<file path="src/design/bra_ram.sv">
// ----------------------------------------------------------------------------
// bra_ram
// Generic simple dual-port RAM: one write port, one registered read port.
// ----------------------------------------------------------------------------
`default_nettype none

module bra_ram #(
	parameter int WIDTH = 8,
	parameter int DEPTH = 512,
	parameter int AW    = (DEPTH > 1) ? $clog2(DEPTH) : 1
) (
	input  wire logic             clk,
	input  wire logic             we,
	input  wire logic [AW-1:0]    waddr,
	input  wire logic [WIDTH-1:0] wdata,
	input  wire logic [AW-1:0]    raddr,
	output logic      [WIDTH-1:0] rdata
);

	logic [WIDTH-1:0] mem [DEPTH];

	always_ff @(posedge clk) begin
		if (we) begin
			mem[waddr] <= wdata;
		end
		rdata <= mem[raddr];
	end

endmodule

`default_nettype wire

</file>
<file path="config.mk">
export PLATFORM = sky130hd
export DESIGN_NAME = bra_ram
export DESIGN_NICKNAME = d
export VERILOG_FILES = /design/src/design/bra_ram.sv
export SDC_FILE = /design/constraint.sdc
export NUM_CORES = 2
export LEC_CHECK = 0
export ABC_AREA = 1
export BUFFER_PORTS_ARGS = -buffer_cell sky130_fd_sc_hd__buf_2
export CAP_MARGIN = 5
export CORE_ASPECT_RATIO = 1.75
export CORE_MARGIN = 2
export CORE_UTILIZATION = 50
export DETAILED_ROUTE_END_ITERATION = 10
export HOLD_SLACK_MARGIN = 0.06
export MAX_ROUTING_LAYER = met4
export PLACE_DENSITY = 0.65
export RECOVER_POWER = 100
export SYNTH_ARGS = -nofsm -noshare
export SYNTH_HDL_FRONTEND = slang
export SYNTH_SLANG_ARGS = --single-unit
</file>
<file path="constraint.sdc">
create_clock -name clk -period 5.75 [get_ports clk]
set_input_delay 0.8625 -clock clk [delete_from_list [all_inputs] [get_ports clk]]
set_output_delay 0.8625 -clock clk [all_outputs]
set_load 0.02 [all_outputs]
</file>
==> run_results.csv <==
group,metric,value,unit
outcome,status,"complete, but fails checks",
outcome,violations,"capacitance limit, slew limit",
detailed_routing,via_count,108000,
sta,skew,0.0480,ns
setup_path,cp.required,6.61,ns
sta,fin_hold_ws,0.407,ns
sta,hold_violations,0,
setup_path,end_kind,"flop",
grt,grt_antenna_before_repair,19,
yosys,avgSynthCellArea,12.0,um^2
sta,layout_min_cycle_time,4.64,ns
cts,htreeDepth,5,
grt,grtUsageTotal,0.284,
grt,gr-total-overflow,0,
placed_design,dp.cells,17600,
yosys,syn_inst,13900,
yosys,synth.net_count,13900,
hold_path,holdCritStartpoint,"wdata[0]",
pwr,powerDensity,336,nW/um^2
setup_path,path_class,"in2reg",
setup_path,r2r_end,"rdata[6]",
yosys,ys_ff_latch,4104,
setup_path,cp_slowest_cell,"inv_4",
grt,grt_pass1_wl,690,mm
final_layout,layout.cells.non_filler,18200,
hold_path,hold_path.class,"in2reg",
sta,period_share,0.807,
final_layout,area_growth,8.69,%
die,core_region_area,332000,um^2
detailed_routing,via_per_inst,5.92,
yosys,yosysWarnings,0,
setup_path,cp_common_cell,"nand3_1",
final_layout,layout_common_cells,"4156 x nand2_1, 4096 x edfxtp_1, 4080 x nand3_1",
cts,cts.clk_slew.worst_paths,0.07,ns
pwr,peakVddDrop,0.000354,V
yosys,ys_seq_area_frac,0.739,
sta,rsz0062_at_grt,"false",
die,rows,280,
setup_path,path_max_fanout,135,
setup_path,cp.arrival,5.50,ns
setup_path,crit_buf_inv,4,
detailed_routing,drcViolationCount,0,
cts,clk_root_buffer_cell,"clkbuf_16",
hold_path,hold_path_depth,1,
setup_path,critPathMaxStageDelay,1.47,ns
sta,slew_headroom,-2.23,
grt,grt_pass1_vias,104000,
pwr,leakagePower,61.9,nW
final_layout,final_common_cell,"nand2_1",
setup_path,startpoint_type,"input pin",
detailed_routing,routed_wl,473,mm
sta,drv_slew,1812,
yosys,synth_top_cell_by_area,"edfxtp_1",
placed_design,place_congestion,0.915,
grt,grt_max_degree,192,
cts,clock_latency,0.92,ns
cts,cts_tree,"yes",
final_layout,final_nets,13600,
die,die_h,768,um
pwr,power,0.0609,W
detailed_routing,drt_iter0_drc,11500,
sta,tightest_slew,4.84,ns
yosys,synth_cell_types,16,
setup_path,worstPathCellList,"buf_12, inv_4, buf_12, buf_4, nand2_1, nand3_1, nand3_1, nand3_1, nand3_1, nand3_1, nand3_1, nand3_1, nand3_1, nand2_1",
yosys,synth_area,167000,um^2
die,dieArea,338000,um^2
cts,ctsResizeCount,0,
cts,cts-buffers-inserted,349,
detailed_routing,ant_nets,0,
final_layout,fin_util,0.546,
detailed_routing,wl_per_cell,26.0,um
run,cap_violations,35,
cts,clockBufferDepth,4,
placed_design,post-dp-hpwl,273,mm
cts,hold_buffers,0,
die,ios,36,
final_layout,final_layout_size_suffix_gt1_frac,0.0546,
cts,clock_sinks,4104,
sta,setup_violations,0,
setup_path,ff2ff_setup_slack,3.09,ns
yosys,synth_area_leaders,"edfxtp_1 74%, nand3_1 12%, nand2_1 9.4%",
die,die_width,441,um
sta,tns,0,ns
hold_path,hold_path_end,"mem[159][0]",
detailed_routing,drt-pass1-iter-count,6,
die,initial_core_util,0.502,
sta,fmax,216,MHz
setup_path,worst_r2r_path_depth,10,
setup_path,r2r-start,"mem[335][6]",
yosys,yosysTopAreaCellShare,0.738,
placed_design,io_buffer_count,35,
setup_path,crit_family,"buffers and inverters",
cts,post_cts_buffers,0,
==> worst max path at each step <==
stage,slack [ns],cells past startpoint,from,to
2_1_floorplan,3.30,7,waddr[4],mem[212][0]
3_3_place_gp,1.04,13,raddr[1],rdata[6]
3_5_place_dp,1.04,13,raddr[1],rdata[6]
4_1_cts,2.02,13,raddr[1],rdata[6]
5_1_grt,1.03,2,wdata[4],mem[52][4]
6_report,1.11,14,raddr[0],rdata[5]
==> flip-flops by register name (all words and copies together), names as in the netlist <==
| name | count |
|---|---|
| mem | 4096 |
| rdata | 8 |
==> synth_stat cells <==
library cell / number
inv_1: 34
nor3_1: 11
clkbuf_1: 184
buf_2: 517
buf_4: 123
buf_8: 4
inv_2: 3
buf_1: 82
inv_4: 2
buf_6: 72
nand3_1: 4080
dfxtp_1: 8
edfxtp_1: 4096
nand2_1: 4160
nor2_1: 514
buf_12: 1
==> per-stage QoR <==
| step | area, um^2 | setup WS, ns |
|---|---|---|
| 2_1_floorplan | 167000 | 3.30 |
| 3_3_place_gp | 170000 | 1.04 |
| 3_5_place_dp | 170000 | 1.04 |
| 4_1_cts | 182000 | 2.02 |
| 5_1_grt | 181000 | 1.03 |
| 6_report | 181000 | 1.11 |
==> report_power, final <==
group	switching, W	internal, W
registers	0.0000237	0.0330
clock network	0.0107	0.0133
logic	0.00295	0.000853
total	0.0137	0.0472
==> worst reg2reg max path, stage by stage, from the launching register on <==
cell	delay, ns
edfxtp_1	0.36
nand2_1	0.07
nand3_1	0.10
nand3_1	0.14
nand3_1	0.19
nand3_1	0.24
nand3_1	0.24
nand3_1	0.24
nand3_1	0.44
nand3_1	0.44
nand2_1	0.10
==> routing by layer <==
metal,share of wire,vias to the layer above,global-route usage
met4,0.065,0,0.158
met1,0.35,52700,0.332
li1,-,48600,-
met2,0.51,5135,0.475
met5,0,-,-
met3,0.076,1152,0.0354
==> final cells by class <==
type,instances,area [um^2]
inverters,39,186
clock buffers,420,9290
flip-flops and latches,4104,123000
repair buffers,271,2930
fillers,27300,151000
clock inverters,210,2100
multi-input cells,8765,38100
diodes,15,37.5
well taps,4371,5470
==> cells by family after synthesis <==
group,count (synthesis),share of synthesized area
flip-flops,4104,0.739
buffers and inverters,1022,0.0333
AND/OR/NAND/NOR,8765,0.228
Note: power is estimated with default switching activity, not from simulation.
